### src/design/psg_pkg.sv
// Package for the four-voice tone and noise sample generator.
// Holds widths, step constants, operation and register codes, the amplitude ROM
// and the control structs passed from the top level to the voice modules.
package psg_pkg;

  localparam int CLOCK_STEP   = 6;
  localparam int FILTER_SHIFT = 3;

  localparam int RELOAD_W = 16;
  localparam int AMP_W    = 29;
  localparam int LEVEL_W  = 30;
  localparam int ACC_W    = 32;
  localparam int SAMPLE_W = 16;
  localparam int NCNT_W   = 4;
  localparam int MODE_W   = 3;
  localparam int LFSR_W   = 16;

  localparam logic OP_TICK  = 1'b0;
  localparam logic OP_WRITE = 1'b1;

  localparam logic REG_CHAN0_IS_TONE = 1'b0;

  localparam logic [LFSR_W-1:0] LFSR_SEED = 16'h8000;

  typedef logic signed [LEVEL_W-1:0] level_t;

  typedef struct packed {
    logic                tick;
    logic                wr;
    logic [RELOAD_W-1:0] reload;
    logic [AMP_W-1:0]    amp;
  } voice_ctl_t;

  typedef struct packed {
    logic              tick;
    logic              wr;
    logic [MODE_W-1:0] mode;
    logic [AMP_W-1:0]  amp;
  } noise_ctl_t;

  localparam logic [31:0] AMP_ROM [128] = '{
    32'h00000000, 32'h00D9F772, 32'h00E054D2, 32'h00E6E1C6,
    32'h00ED9FB1, 32'h00F49002, 32'h00FBB432, 32'h01030DC4,
    32'h010A9E48, 32'h01126758, 32'h011A6A9A, 32'h0122A9C2,
    32'h012B2690, 32'h0133E2D0, 32'h013CE05E, 32'h0146211F,
    32'h014FA70D, 32'h0159742A, 32'h01638A8C, 32'h016DEC56,
    32'h01789BBC, 32'h01839B02, 32'h018EEC7D, 32'h019A9294,
    32'h01A68FBF, 32'h01B2E689, 32'h01BF9990, 32'h01CCAB85,
    32'h01DA1F2F, 32'h01E7F767, 32'h01F6371E, 32'h0204E158,
    32'h0213F932, 32'h022381E0, 32'h02337EAD, 32'h0243F2FD,
    32'h0254E24E, 32'h02665036, 32'h02784069, 32'h028AB6B4,
    32'h029DB701, 32'h02B14559, 32'h02C565E1, 32'h02DA1CDE,
    32'h02EF6EB4, 32'h03055FEA, 32'h031BF526, 32'h03333333,
    32'h034B1EFE, 32'h0363BD9B, 32'h037D1442, 32'h03972852,
    32'h03B1FF55, 32'h03CD9EFB, 32'h03EA0D20, 32'h04074FCB,
    32'h04256D31, 32'h04446BB6, 32'h046451EC, 32'h04852697,
    32'h04A6F0AE, 32'h04C9B75B, 32'h04ED81FF, 32'h05125831,
    32'h053841C0, 32'h055F46B8, 32'h05876F5E, 32'h05B0C438,
    32'h05DB4E09, 32'h060715D8, 32'h063424EC, 32'h066284D5,
    32'h06923F69, 32'h06C35EC6, 32'h06F5ED59, 32'h0729F5D9,
    32'h075F8351, 32'h0796A11C, 32'h07CF5AEA, 32'h0809BCC3,
    32'h0845D30A, 32'h0883AA7C, 32'h08C35038, 32'h0904D1BD,
    32'h09483CEF, 32'h098DA01C, 32'h09D509FB, 32'h0A1E89B0,
    32'h0A6A2ED4, 32'h0AB80970, 32'h0B082A08, 32'h0B5AA19B,
    32'h0BAF81A6, 32'h0C06DC29, 32'h0C60C3AC, 32'h0CBD4B3F,
    32'h0D1C8683, 32'h0D7E89A9, 32'h0DE3697D, 32'h0E4B3B63,
    32'h0EB6155F, 32'h0F240E1B, 32'h0F953CEA, 32'h1009B9CE,
    32'h10819D7B, 32'h10FD015F, 32'h117BFFA4, 32'h11FEB33B,
    32'h128537DB, 32'h130FAA0D, 32'h139E272D, 32'h1430CD74,
    32'h14C7BBFC, 32'h156312C7, 32'h1602F2C9, 32'h16A77DEA,
    32'h1750D70F, 32'h17FF2223, 32'h18B2841E, 32'h196B230B,
    32'h1A292612, 32'h1AECB580, 32'h1BB5FACF, 32'h1C8520AF,
    32'h1D5A530F, 32'h1E35BF26, 32'h1F17937F, 32'h1FFFFFFF
  };

  function automatic logic [AMP_W-1:0] amp_lookup(input logic [6:0] idx);
    logic [31:0] word;
    word = AMP_ROM[idx];
    return word[AMP_W-1:0];
  endfunction

endpackage

### src/design/psg_tone_voice.sv
// One square-wave tone voice: down-counter, reload, amplitude and output level.
// Uses psg_pkg for widths, the step size and the voice control struct.
module psg_tone_voice (
  input  logic               clk,
  input  logic               rst_n,
  input  psg_pkg::voice_ctl_t ctl,
  output psg_pkg::level_t    level_nxt,
  output logic               toggled
);

  logic [psg_pkg::RELOAD_W-1:0] cnt_r, cnt_nxt;
  logic [psg_pkg::RELOAD_W-1:0] reload_r;
  logic [psg_pkg::AMP_W-1:0]    amp_r;
  psg_pkg::level_t              level_r;
  logic [psg_pkg::RELOAD_W:0]   diff;
  psg_pkg::level_t              amp_pos;

  assign diff    = {1'b0, cnt_r} - (psg_pkg::RELOAD_W+1)'(psg_pkg::CLOCK_STEP);
  assign amp_pos = psg_pkg::level_t'({1'b0, amp_r});
  assign toggled = ctl.tick && diff[psg_pkg::RELOAD_W];

  always_comb begin
    cnt_nxt   = cnt_r;
    level_nxt = level_r;
    if (ctl.tick) begin
      if (diff[psg_pkg::RELOAD_W]) begin
        cnt_nxt = reload_r;
        if (!level_r[psg_pkg::LEVEL_W-1] && (level_r != '0)) begin
          level_nxt = -amp_pos;
        end else begin
          level_nxt = amp_pos;
        end
      end else begin
        cnt_nxt = diff[psg_pkg::RELOAD_W-1:0];
      end
    end
  end

  always_ff @(posedge clk) begin
    if (!rst_n) begin
      cnt_r    <= '0;
      reload_r <= '0;
      amp_r    <= '0;
      level_r  <= '0;
    end else begin
      cnt_r   <= cnt_nxt;
      level_r <= level_nxt;
      if (ctl.wr) begin
        reload_r <= ctl.reload;
        amp_r    <= ctl.amp;
      end
    end
  end

endmodule

### src/design/psg_noise_gen.sv
// Noise voice: rate counter, 16-bit shift register and output level.
// Uses psg_pkg for widths, the step size, the seed and the noise control struct.
module psg_noise_gen (
  input  logic               clk,
  input  logic               rst_n,
  input  psg_pkg::noise_ctl_t ctl,
  input  logic               ch3_toggled,
  output psg_pkg::level_t    level_nxt
);

  localparam int DIFF_W = psg_pkg::NCNT_W + 3;

  logic [psg_pkg::NCNT_W-1:0] cnt_r, cnt_nxt;
  logic [psg_pkg::MODE_W-1:0] mode_r;
  logic [psg_pkg::LFSR_W-1:0] lfsr_r, lfsr_nxt, lfsr_src;
  logic [psg_pkg::AMP_W-1:0]  amp_r;
  psg_pkg::level_t            level_r;
  logic [DIFF_W-1:0]          diff;
  logic                       advance;
  logic                       top_bit;
  psg_pkg::level_t            amp_pos;

  assign diff     = {3'b000, cnt_r} - DIFF_W'(psg_pkg::CLOCK_STEP);
  assign amp_pos  = psg_pkg::level_t'({1'b0, amp_r});
  assign lfsr_src = (lfsr_r == '0) ? psg_pkg::LFSR_SEED : lfsr_r;
  assign top_bit  = lfsr_src[0] ^ (mode_r[2] & lfsr_src[3]);

  always_comb begin
    cnt_nxt = cnt_r;
    advance = 1'b0;
    if (ctl.tick) begin
      if (mode_r[1:0] == 2'b11) begin
        advance = ch3_toggled;
      end else if (diff[DIFF_W-1]) begin
        advance = 1'b1;
        cnt_nxt = psg_pkg::NCNT_W'(2) << mode_r[1:0];
      end else begin
        cnt_nxt = diff[psg_pkg::NCNT_W-1:0];
      end
    end
  end

  always_comb begin
    lfsr_nxt  = lfsr_r;
    level_nxt = level_r;
    if (advance) begin
      lfsr_nxt  = {top_bit, lfsr_src[psg_pkg::LFSR_W-1:1]};
      level_nxt = lfsr_src[1] ? amp_pos : -amp_pos;
    end
  end

  always_ff @(posedge clk) begin
    if (!rst_n) begin
      cnt_r   <= '0;
      mode_r  <= '0;
      lfsr_r  <= psg_pkg::LFSR_SEED;
      amp_r   <= '0;
      level_r <= '0;
    end else begin
      cnt_r   <= cnt_nxt;
      lfsr_r  <= lfsr_nxt;
      level_r <= level_nxt;
      if (ctl.wr) begin
        mode_r <= ctl.mode;
        amp_r  <= ctl.amp;
      end
    end
  end

endmodule

### src/design/psg_mix_filter.sv
// Four-voice mixer and one-pole low-pass filter with its accumulator.
// Uses psg_pkg for the level type, widths and the filter shift.
module psg_mix_filter (
  input  logic                           clk,
  input  logic                           rst_n,
  input  logic                           tick,
  input  psg_pkg::level_t                lvl0,
  input  psg_pkg::level_t                lvl1,
  input  psg_pkg::level_t                lvl2,
  input  psg_pkg::level_t                lvl3,
  output logic [psg_pkg::SAMPLE_W-1:0]   sample_nxt
);

  logic signed [psg_pkg::ACC_W-1:0] acc_r, acc_nxt;
  logic signed [psg_pkg::ACC_W-1:0] sum;
  logic signed [psg_pkg::ACC_W:0]   delta;
  logic signed [psg_pkg::ACC_W:0]   step;
  logic signed [psg_pkg::ACC_W:0]   acc_wide;

  assign sum = psg_pkg::ACC_W'(lvl0) + psg_pkg::ACC_W'(lvl1)
             + psg_pkg::ACC_W'(lvl2) + psg_pkg::ACC_W'(lvl3);
  assign delta      = (psg_pkg::ACC_W+1)'(sum) - (psg_pkg::ACC_W+1)'(acc_r);
  assign step       = delta >>> psg_pkg::FILTER_SHIFT;
  assign acc_wide   = (psg_pkg::ACC_W+1)'(acc_r) + step;
  assign acc_nxt    = acc_wide[psg_pkg::ACC_W-1:0];
  assign sample_nxt = acc_nxt[psg_pkg::ACC_W-1 -: psg_pkg::SAMPLE_W];

  always_ff @(posedge clk) begin
    if (!rst_n) begin
      acc_r <= '0;
    end else if (tick) begin
      acc_r <= acc_nxt;
    end
  end

endmodule

### src/design/psg_tone_noise_sample_generator_unit.sv
// Top level of the four-voice tone and noise sample generator.
// Instantiates psg_tone_voice, psg_noise_gen and psg_mix_filter; uses psg_pkg.
//
// Usage: each input beat is either a tick (in_op low) or a settings write to
// channel in_chan (in_op high). A write loads a divider reload and an amplitude
// index, or, for channel 0 while it is the noise voice, a noise mode in the low
// three bits of in_tone_value. A write gives no output beat; each tick gives
// exactly one output beat carrying the filtered sample.
// The register chan0_is_tone at byte address 0 of the APB port selects whether
// channel 0 is a tone voice or the noise voice; change it only while idle.
// A tick is captured in the input register, processed by the voice update and
// the filter, and its sample is registered in the output register on out_sample.
// One beat is taken per cycle while the output is not stalled; the voice
// update between the input register and the output register is combinational.
// When the receiver stalls, the output register holds its sample, one more
// tick is held in the input register and in_stall rises; writes behind a
// stalled sample still drain. Reset clears all voices and the filter, seeds
// the noise shift register and leaves both channels empty.
module psg_tone_noise_sample_generator_unit (
  input  logic                         clk,
  input  logic                         rst_n,
  input  logic                         in_valid,
  output logic                         in_stall,
  input  logic                         in_op,
  input  logic [1:0]                   in_chan,
  input  logic [15:0]                  in_tone_value,
  input  logic [6:0]                   in_amp_index,
  output logic                         out_valid,
  input  logic                         out_stall,
  output logic signed [15:0]           out_sample,
  input  logic                         psel,
  input  logic                         penable,
  input  logic                         pwrite,
  input  logic [2:0]                   paddr,
  input  logic [31:0]                  pwdata,
  output logic [31:0]                  prdata,
  output logic                         pready
);

  logic        chan0_is_tone_r;
  logic        stg_valid_r, stg_valid_nxt;
  logic        stg_op_r;
  logic [1:0]  stg_chan_r;
  logic [15:0] stg_tone_value_r;
  logic [6:0]  stg_amp_index_r;
  logic        out_valid_r, out_valid_nxt;
  logic [15:0] out_sample_r;

  logic        out_free;
  logic        stg_go;
  logic        tick;
  logic        wr;
  logic        in_take;
  logic        cfg_wr;
  logic [psg_pkg::AMP_W-1:0] amp_val;

  psg_pkg::voice_ctl_t vctl [4];
  psg_pkg::noise_ctl_t nctl;
  psg_pkg::level_t     tone_lvl [4];
  psg_pkg::level_t     noise_lvl;
  psg_pkg::level_t     lvl0;
  logic [3:0]          tone_tgl;
  logic [15:0]         sample_nxt;

  assign pready = 1'b1;
  assign cfg_wr = psel && penable && pwrite && (paddr[2] == psg_pkg::REG_CHAN0_IS_TONE);
  assign prdata = (paddr[2] == psg_pkg::REG_CHAN0_IS_TONE) ? {31'b0, chan0_is_tone_r} : '0;

  assign out_free = !out_valid_r || !out_stall;
  assign stg_go   = stg_valid_r && ((stg_op_r == psg_pkg::OP_WRITE) || out_free);
  assign tick     = stg_go && (stg_op_r == psg_pkg::OP_TICK);
  assign wr       = stg_go && (stg_op_r == psg_pkg::OP_WRITE);
  assign in_stall = stg_valid_r && !stg_go;
  assign in_take  = in_valid && !in_stall;
  assign amp_val  = psg_pkg::amp_lookup(stg_amp_index_r);

  always_comb begin
    stg_valid_nxt = stg_valid_r;
    if (in_take) begin
      stg_valid_nxt = 1'b1;
    end else if (stg_go) begin
      stg_valid_nxt = 1'b0;
    end
    out_valid_nxt = out_valid_r;
    if (tick) begin
      out_valid_nxt = 1'b1;
    end else if (!out_stall) begin
      out_valid_nxt = 1'b0;
    end
  end

  always_comb begin
    for (int i = 0; i < 4; i++) begin
      vctl[i].tick   = tick && ((i != 0) || chan0_is_tone_r);
      vctl[i].wr     = wr && (stg_chan_r == 2'(i)) && ((i != 0) || chan0_is_tone_r);
      vctl[i].reload = stg_tone_value_r;
      vctl[i].amp    = amp_val;
    end
    nctl.tick = tick && !chan0_is_tone_r;
    nctl.wr   = wr && (stg_chan_r == 2'd0) && !chan0_is_tone_r;
    nctl.mode = stg_tone_value_r[psg_pkg::MODE_W-1:0];
    nctl.amp  = amp_val;
  end

  for (genvar g = 0; g < 4; g++) begin : g_voice
    psg_tone_voice u_voice (
      .clk       (clk),
      .rst_n     (rst_n),
      .ctl       (vctl[g]),
      .level_nxt (tone_lvl[g]),
      .toggled   (tone_tgl[g])
    );
  end

  psg_noise_gen u_noise (
    .clk         (clk),
    .rst_n       (rst_n),
    .ctl         (nctl),
    .ch3_toggled (tone_tgl[3]),
    .level_nxt   (noise_lvl)
  );

  assign lvl0 = chan0_is_tone_r ? tone_lvl[0] : noise_lvl;

  psg_mix_filter u_filter (
    .clk        (clk),
    .rst_n      (rst_n),
    .tick       (tick),
    .lvl0       (lvl0),
    .lvl1       (tone_lvl[1]),
    .lvl2       (tone_lvl[2]),
    .lvl3       (tone_lvl[3]),
    .sample_nxt (sample_nxt)
  );

  always_ff @(posedge clk) begin
    if (!rst_n) begin
      chan0_is_tone_r <= 1'b0;
      stg_valid_r     <= 1'b0;
      out_valid_r     <= 1'b0;
    end else begin
      stg_valid_r <= stg_valid_nxt;
      out_valid_r <= out_valid_nxt;
      if (cfg_wr) begin
        chan0_is_tone_r <= pwdata[0];
      end
    end
  end

  always_ff @(posedge clk) begin
    if (in_take) begin
      stg_op_r         <= in_op;
      stg_chan_r       <= in_chan;
      stg_tone_value_r <= in_tone_value;
      stg_amp_index_r  <= in_amp_index;
    end
    if (tick) begin
      out_sample_r <= sample_nxt;
    end
  end

  assign out_valid  = out_valid_r;
  assign out_sample = out_sample_r;

  logic unused_ok;
  assign unused_ok = ^{paddr[1:0], pwdata[31:1], tone_tgl[2:0]};

endmodule
### config.mk
export PLATFORM = sky130hd
export DESIGN_NAME = psg_tone_noise_sample_generator_unit
export DESIGN_NICKNAME = d
export VERILOG_FILES = /design/src/design/psg_pkg.sv /design/src/design/psg_tone_voice.sv /design/src/design/psg_noise_gen.sv /design/src/design/psg_mix_filter.sv /design/src/design/psg_tone_noise_sample_generator_unit.sv
export SDC_FILE = /design/constraint.sdc
export NUM_CORES = 2
export LEC_CHECK = 0
export BUFFER_PORTS_ARGS = -buffer_cell sky130_fd_sc_hd__buf_2
export CORE_UTILIZATION = 25
export CTS_BUF_LIST = sky130_fd_sc_hd__clkbuf_8
export DETAILED_ROUTE_END_ITERATION = 10
export PLACE_DENSITY = 0.49
export SLEW_MARGIN = 5
export SYNTH_ARGS = -nofsm -noshare
export SYNTH_HDL_FRONTEND = slang
export SYNTH_SLANG_ARGS = --single-unit
### constraint.sdc
create_clock -name clk -period 13.22 [get_ports clk]
set_input_delay 2.644 -clock clk [delete_from_list [all_inputs] [get_ports clk]]
set_output_delay 2.644 -clock clk [all_outputs]
set_load 0.03 [all_outputs]
[Yosys cells after proc, flatten, opt, wreduce, memory -nomap -nowiden]
Memories as Yosys holds them, arrays and structs flattened.
Cells that the tools add are included.
Cells by class
  bitwise operators: 6
  equal/unequal tests: 5
  reductions and logical operators: 40
  muxes and demuxes: 31
  add/sub/neg operators: 15
  magnitude comparators: 1
  shifts and indexed selects: 1
Operators with widths (count)
  30-bit 2-to-1 mux: 15
  29-bit negator with 30-bit output: 5
  30-bit nonzero test: 4
  16-bit 2-to-1 mux: 5
  16-bit by 3-bit subtractor with 17-bit output (second input constant): 4
  32-bit by 30-bit adder with 32-bit output: 2
  29-bit 2-to-1 mux: 2
  32-bit by 32-bit subtractor with 33-bit output: 1
  31-bit by 30-bit adder with 32-bit output: 1
  30-bit by 30-bit adder with 31-bit output: 1
  1-bit logical AND: 21
  16-bit zero test: 1
  1-bit zero test: 9
  8-bit >= comparator (second input constant): 1
  1-bit 2-to-1 mux: 8
  7-bit inverter with 8-bit output: 1
  2-bit equality test (second input constant): 3
  4-bit by 3-bit subtractor with 5-bit output (second input constant): 1
  4-bit 2-to-1 mux: 1
  2-bit by 2-bit left shift with 4-bit output (first input constant): 1
  1-bit inverter: 3
  2-bit by 1-bit equality test with 1-bit output (second input constant): 1
  2-bit zero test: 1
  1-bit logical OR: 2
  other kinds (5): 5
Word-level totals
  ROM bits: 4096
  register bits after elaboration: 523
  input port bits: 68
  memories kept: 1
  output and inout port bits: 51
Memory list
  (name not given): depth 128, bits a word 32, rd ports 1, clocked after memory_dff 0, write ports 0, RTL line psg_pkg.sv:78  | word = AMP_ROM[idx];

[Logic depth before layout (Yosys ltp)]
  depth after elaboration: 15
  depth in mapped cells: 42
  depth with buffers taken out: 38

[Cells and area by module]
Synthesis repeated with hierarchy kept, for this count alone.
Second synthesis, totals
  cell total of the unflattened synthesis: 4227
  area total of the unflattened synthesis: 35104.9 µm²
Modules (own cells, without submodules)
  psg_tone_voice (g_voice[1].u_voice ...): instances 3, area each 4408.0 µm², cells an instance 511, sequential area each 1781.7 µm²
  psg_mix_filter: instances 1, area each 6767.7 µm², cells an instance 795, sequential area each 640.6 µm²
  psg_tone_noise_sample_generator_unit: instances 1, area each 6652.6 µm², cells an instance 872, sequential area each 1321.3 µm²
  psg_tone_voice (g_voice[0].u_voice): instances 1, area each 4629.4 µm², cells an instance 564, sequential area each 1781.7 µm²
  psg_noise_gen: instances 1, area each 3831.2 µm², cells an instance 463, sequential area each 1621.6 µm²

[Worst setup path after synthesis]
OpenSTA, ideal clock, no wires.
  path kind: input to register
  from: input port out_stall
  to: register u_filter.acc_r[30] in the netlist's numbering
  cell stages on the path: 40
  setup slack: 2646 ps
  library setup time: 120 ps
  required time: 13100 ps
  data arrival time: 10454 ps
  cells stage by stage: nand2_1 nand4_1 buf_2 or2_0 buf_2 nor2_1 a21oi_1 nand2b_1 clkbuf_1 clkbuf_1 a21oi_1 mux2_2 fa_1 inv_1 fa_1 inv_1 fa_1 inv_1 (+4 left out) nand4bb_1 a31o_2 and2_1 o21a_1 o21a_1 nor2_1 xnor2_1 ha_1 clkbuf_1 and2_1 a41oi_1 o21ai_0 a21oi_1 nor2b_1 or4_1 o221a_2 and4_1 o31a_1
On the way
  word-level cells in the longest chain between the ends: 15
Ends and longest elaborated chain
  start: declaration: RTL line psg_tone_noise_sample_generator_unit.sv:29  | input logic out_stall,
  1-bit zero test *
  1-bit logical OR *: RTL line psg_tone_noise_sample_generator_unit.sv:69  | assign out_free = !out_valid_r || !out_stall;
  1-bit logical OR *: RTL line psg_tone_noise_sample_generator_unit.sv:70  | assign stg_go = stg_valid_r && ((stg_op_r == psg_pkg::OP_WRITE) || out_free);
  1-bit logical AND *: RTL line psg_tone_noise_sample_generator_unit.sv:70
  1-bit logical AND *: RTL line psg_tone_noise_sample_generator_unit.sv:71  | assign tick = stg_go && (stg_op_r == psg_pkg::OP_TICK);
  1-bit logical AND: RTL line psg_tone_voice.sv:20  | assign toggled = ctl.tick && diff[psg_pkg::RELOAD_W];
  1-bit 2-to-1 mux: RTL line psg_noise_gen.sv:32  | if (mode_r[1:0] == 2'b11) begin
  1-bit 2-to-1 mux: RTL line psg_noise_gen.sv:31  | if (ctl.tick) begin
  30-bit 2-to-1 mux: RTL line psg_noise_gen.sv:46  | if (advance) begin
  30-bit 2-to-1 mux: RTL line psg_tone_noise_sample_generator_unit.sv:123  | assign lvl0 = chan0_is_tone_r ? tone_lvl[0] : noise_lvl;
  30-bit by 30-bit adder with 31-bit output: RTL line psg_mix_filter.sv:20  | assign sum = psg_pkg::ACC_W'(lvl0) + psg_pkg::ACC_W'(lvl1)
  31-bit by 30-bit adder with 32-bit output: RTL line psg_mix_filter.sv:21  | + psg_pkg::ACC_W'(lvl2) + psg_pkg::ACC_W'(lvl3);
  32-bit by 30-bit adder with 32-bit output: RTL line psg_mix_filter.sv:21
  32-bit by 32-bit subtractor with 33-bit output: RTL line psg_mix_filter.sv:22  | assign delta = (psg_pkg::ACC_W+1)'(sum) - (psg_pkg::ACC_W+1)'(acc_r);
  32-bit by 30-bit adder with 32-bit output: RTL line psg_mix_filter.sv:24  | assign acc_wide = (psg_pkg::ACC_W+1)'(acc_r) + step;
  end signal: assignment: RTL line psg_mix_filter.sv:32  | acc_r <= acc_nxt;
  end: declaration: RTL line psg_mix_filter.sv:14  | logic signed [psg_pkg::ACC_W-1:0] acc_r, acc_nxt;
Mark *: on every way between the ends. The rest lies on a longest branch, timed or not.
A chain may end at the register's enable or synchronous reset.

[Worst setup path after layout]
  from: input port out_stall
  to: register out_sample_r[10], in the netlist out_sample[10], data pin
On the way
  word-level cells in the longest chain between the ends: 15
Ends and longest elaborated chain
  1-bit zero test *
  1-bit logical OR *: RTL line psg_tone_noise_sample_generator_unit.sv:69
  1-bit logical OR *: RTL line psg_tone_noise_sample_generator_unit.sv:70
  1-bit logical AND *: RTL line psg_tone_noise_sample_generator_unit.sv:70
  1-bit logical AND *: RTL line psg_tone_noise_sample_generator_unit.sv:71
  1-bit logical AND: RTL line psg_tone_voice.sv:20
  1-bit 2-to-1 mux: RTL line psg_noise_gen.sv:32
  1-bit 2-to-1 mux: RTL line psg_noise_gen.sv:31
  30-bit 2-to-1 mux: RTL line psg_noise_gen.sv:46
  30-bit 2-to-1 mux: RTL line psg_tone_noise_sample_generator_unit.sv:123
  30-bit by 30-bit adder with 31-bit output: RTL line psg_mix_filter.sv:20
  31-bit by 30-bit adder with 32-bit output: RTL line psg_mix_filter.sv:21
  32-bit by 30-bit adder with 32-bit output *: RTL line psg_mix_filter.sv:21
  32-bit by 32-bit subtractor with 33-bit output *: RTL line psg_mix_filter.sv:22
  32-bit by 30-bit adder with 32-bit output *: RTL line psg_mix_filter.sv:24
  net sample_nxt[10]: RTL line psg_tone_noise_sample_generator_unit.sv:63  | logic [15:0] sample_nxt;
  end signal: assignment: RTL line psg_tone_noise_sample_generator_unit.sv:158  | out_sample_r <= sample_nxt;
  end: declaration: RTL line psg_tone_noise_sample_generator_unit.sv:47  | logic [15:0] out_sample_r;
Mark *: on every way through the listed nets, which the timed path passes. The rest lies on a longest branch.

==> results.py <==
metrics = {
    "status": {
        "status": "finished, violations left",
        "violations": "capacitance limit, slew limit",
    },
    "logic_synthesis": {
        "synth_area_um2": 32700,
        "ys_async_sr_fraction_pct": 0,
        "synth_area_per_cell_um2": 7.70,
        "postSynthCellCount": 4242,
        "synth-main-ff-cell": "dfxtp_1",
        "yosysUniqueCellTypes": 89,
        "synth_edf_count": 42,
        "yosysSeqAreaShare_pct": 32.8,
        "yosys_warnings": 0,
        "ys_seq_elements": 514,
    },
    "clocking": {
        "clock-root-buffer": "clkbuf_8",
        "ctsResizeCount": 0,
        "cts.reportedPaths.clkPinSlew_ps": 60,
        "clk_latency_ps": 770,
        "h-tree-depth": 3,
        "cts_hold_buf": 0,
        "numCtsBuffers": 93,
        "cts_tree": "done",
        "cts_setup_buffers": 0,
        "clock_sinks": 514,
        "cts.path.max_buffers": 3,
    },
    "critical_path": {
        "path_max_fanout": 11,
        "cpPeakStageDelay_ps": 930,
        "critPathSlowestCell": "o311ai_0",
        "r2r_setup_slack_ps": 2520,
        "r2r-end": "out_sample[10]$_DFFE_PN_",
        "r2r_start": "g_voice[0].u_voice.cnt_r[2]$_SDFFE_PN0P_",
        "endpoint_kind": "register",
        "cp_num_buf_inv": 5,
        "critPathLaunchType": "input pin",
        "rr_worst_depth": 32,
        "cp-startpoint": "out_stall",
        "criticalPathCategory": "input pin to register",
        "required_ps": 13700,
        "cp_top_family": "compound AO/OA/AOI/OAI gates",
        "arrival_ps": 12040,
    },
    "route": {
        "drtAntennaViolNets": 0,
        "wire_per_inst_um": 18.9,
        "num_vias": 30100,
        "dr.pass1.iters": 6,
        "routed_wl_mm": 114,
        "viasPerCell": 5.01,
        "post-route-drc-count": 0,
        "drt_iter0_markers": 2394,
    },
    "pwr": {
        "ir_drop_uv": 184,
        "p_leak_nw": 14.1,
        "powerDensity_nw_per_um2": 222,
    },
    "grt": {
        "grt_pass1_wl_mm": 173,
        "grtUsageTotal_pct": 16.9,
        "antenna_found_initial": 4,
        "grt_overflow_total": 0,
        "grt_pass1_vias": 28400,
        "grt_max_degree": 170,
    },
    "sta": {
        "finClkSkew_ps": 85.7,
        "finalHoldViolCount": 0,
        "finalSetupTns_ps": 0,
        "drv_slew": 2,
        "fmax_ghz": 0.0865,
        "rsz0062_at_grt": "no",
        "worstMarginPinSlew_ps": 1560,
        "post-route-period-util_pct": 87.5,
        "hold_slack_ps": 455,
        "fin_crit_ps": 11560,
        "relSlewSlack_pct": -6.74,
        "setup_viol": 0,
    },
    "run": {
        "drv_cap": 1,
    },
    "floorplanning": {
        "initial_core_util_pct": 25.2,
        "die_w_um": 363,
        "io-pin-count": 119,
        "core_um2": 129000,
        "num_rows": 132,
        "die_area_um2": 132000,
        "die_h_um": 363,
    },
    "place": {
        "place_inst": 5831,
        "place.gp.congestion": 0.966,
        "port_buffers": 53,
        "dp_hpwl_mm": 81.5,
    },
    "final_layout": {
        "drive_above_1_share_pct": 8.00,
        "seq_area_um2": 10700,
        "multi_input_area_um2": 20200,
        "areaGrowthSynthToFinish_pct": 12.1,
        "final_cells": 6005,
        "nets": 4437,
        "fillCellCount": 14300,
    },
    "worst_hold_path": {
        "min-delay-start": "g_voice[1].u_voice.cnt_r[11]$_SDFFE_PN0N_",
        "hold_end": "g_voice[1].u_voice.cnt_r[11]$_SDFFE_PN0N_",
        "min_delay_path_depth": 2,
        "hold_class": "register to register",
    },
}
==> per-layer routing <==
| layer | track usage [%] | vias up | share of wire [%] |
|---|---|---|---|
| met5 | 0 | - | 0.0079 |
| met4 | 6.88 | 2 | 3.6 |
| met3 | 2.83 | 213 | 6.2 |
| met2 | 27.6 | 949 | 46 |
| met1 | 22.1 | 14400 | 44 |
| li1 | - | 14500 | - |
==> kinds of logic after synthesis <==
logic type	synth area share [%]
fa+ha+maj	9.27
other cells	0.0230
mux	1.89
xor+xnor	5.09
flops	32.8
compound gates	21.7
simple gates	23.2
buf+inv	6.02
==> placed cells by master, fill, tap and decap left out, types with 19 or more instances in the layout <==
cell	count
a211oi_1	56
a21boi_0	73
a21o_1	24
a21oi_1	415
a311oi_1	19
a31oi_1	40
and2_1	114
buf_2	52
buf_4	63
clkbuf_8	116
conb_1	32
dfxtp_1	471
edfxtp_1	42
fa_1	95
ha_1	90
inv_1	215
mux2_2	19
mux2i_1	29
nand2_1	626
nand2b_1	20
nand3_1	59
nor2_1	436
nor2b_1	71
nor3_1	114
nor4_1	45
o211ai_1	24
o21ai_0	288
o22ai_1	19
o31ai_1	31
o41ai_1	19
or3_1	46
or4_1	24
xnor2_1	85
xor2_1	105
==> metrics by stage <==
stage	setup slack (ps)	power (mW)	util, %	instance area (µm²)
5_1_grt	964	8.82	28.3	36600
6_report	1660	8.13	28.3	36600
4_1_cts	1780	8.18	28.3	36600
3_5_place_dp	923	6.44	26.7	34500
3_3_place_gp	1120	6.43	26.7	34500
2_1_floorplan	2650	5.31	-	32800
==> flip-flops by register name (all words and copies together) (netlist names) <==
| signal | cells |
|---|---|
| u_noise.level_r | 30 |
| g_voice.u_voice.amp_r | 116 |
| u_noise.amp_r | 29 |
| u_noise.cnt_r | 3 |
| chan0_is_tone_r | 1 |
| u_noise.lfsr_r | 16 |
| stg_valid_r | 1 |
| g_voice.u_voice.cnt_r | 60 |
| stg_chan_r | 2 |
| u_noise.mode_r | 3 |
| u_filter.acc_r | 32 |
| out_sample | 16 |
| stg_op_r | 1 |
| stg_tone_value_r | 16 |
| stg_amp_index_r | 7 |
| g_voice.u_voice.level_r | 120 |
| g_voice.u_voice.reload_r | 60 |
| out_valid | 1 |
==> final cells by class <==
| class | instances | area share, % |
|---|---|---|
| antenna | 3 | 0.0205 |
| clock buffer | 116 | 4.36 |
| clock inverter | 55 | 1.29 |
| inverter | 191 | 1.97 |
| multi-input combinational | 3267 | 55.1 |
| sequential | 514 | 29.3 |
| tap | 1742 | 5.95 |
| timing repair buffer | 117 | 2.09 |
==> how the worst max path moves through the flow <==
| stage | end | slack (ps) | depth (start not counted) |
|---|---|---|---|
| after floorplan | u_filter.acc_r[30]$_SDFFE_PN0N_ | 2650 | 40 |
| final | out_sample[10]$_DFFE_PN_ | 1660 | 37 |
| after global placement | u_filter.acc_r[26]$_SDFFE_PN0N_ | 1120 | 38 |
| after CTS | out_sample[10]$_DFFE_PN_ | 1780 | 37 |
| after detailed placement | out_sample[10]$_DFFE_PN_ | 920 | 37 |
| after global routing | out_sample[10]$_DFFE_PN_ | 960 | 32 |
==> worst reg2reg max path, delay by kind of cell (launching register included) <==
kind | cells | cell delay [ps]
compound gates | 12 | 4320
xor+xnor | 2 | 280
fa+ha+maj | 5 | 1840
buf+inv | 1 | 80
flops | 1 | 330
simple gates | 12 | 3610
==> synthesized netlist by cell type (73+ instances only) <==
cell	n	share of area, %
dfxtp_1	472	29
inv_1	188	2.2
clkbuf_1	239	2.7
nor2_1	441	5.1
nor3_1	115	1.8
a21boi_0	73	1.7
nand2_1	629	7.2
a21oi_1	415	6.4
xor2_1	105	2.8
ha_1	90	3.4
fa_1	95	5.8
xnor2_1	85	2.3
and2_1	114	2.2
o21ai_0	290	4.4
==> power by group <==
part	total, mW	switching, mW	internal (mW)
Combinational	4.59	2.82	1.77
Clock	1.67	0.747	0.922
Sequential	1.87	0.0991	1.77
Note: power is estimated with default switching activity, not from simulation.
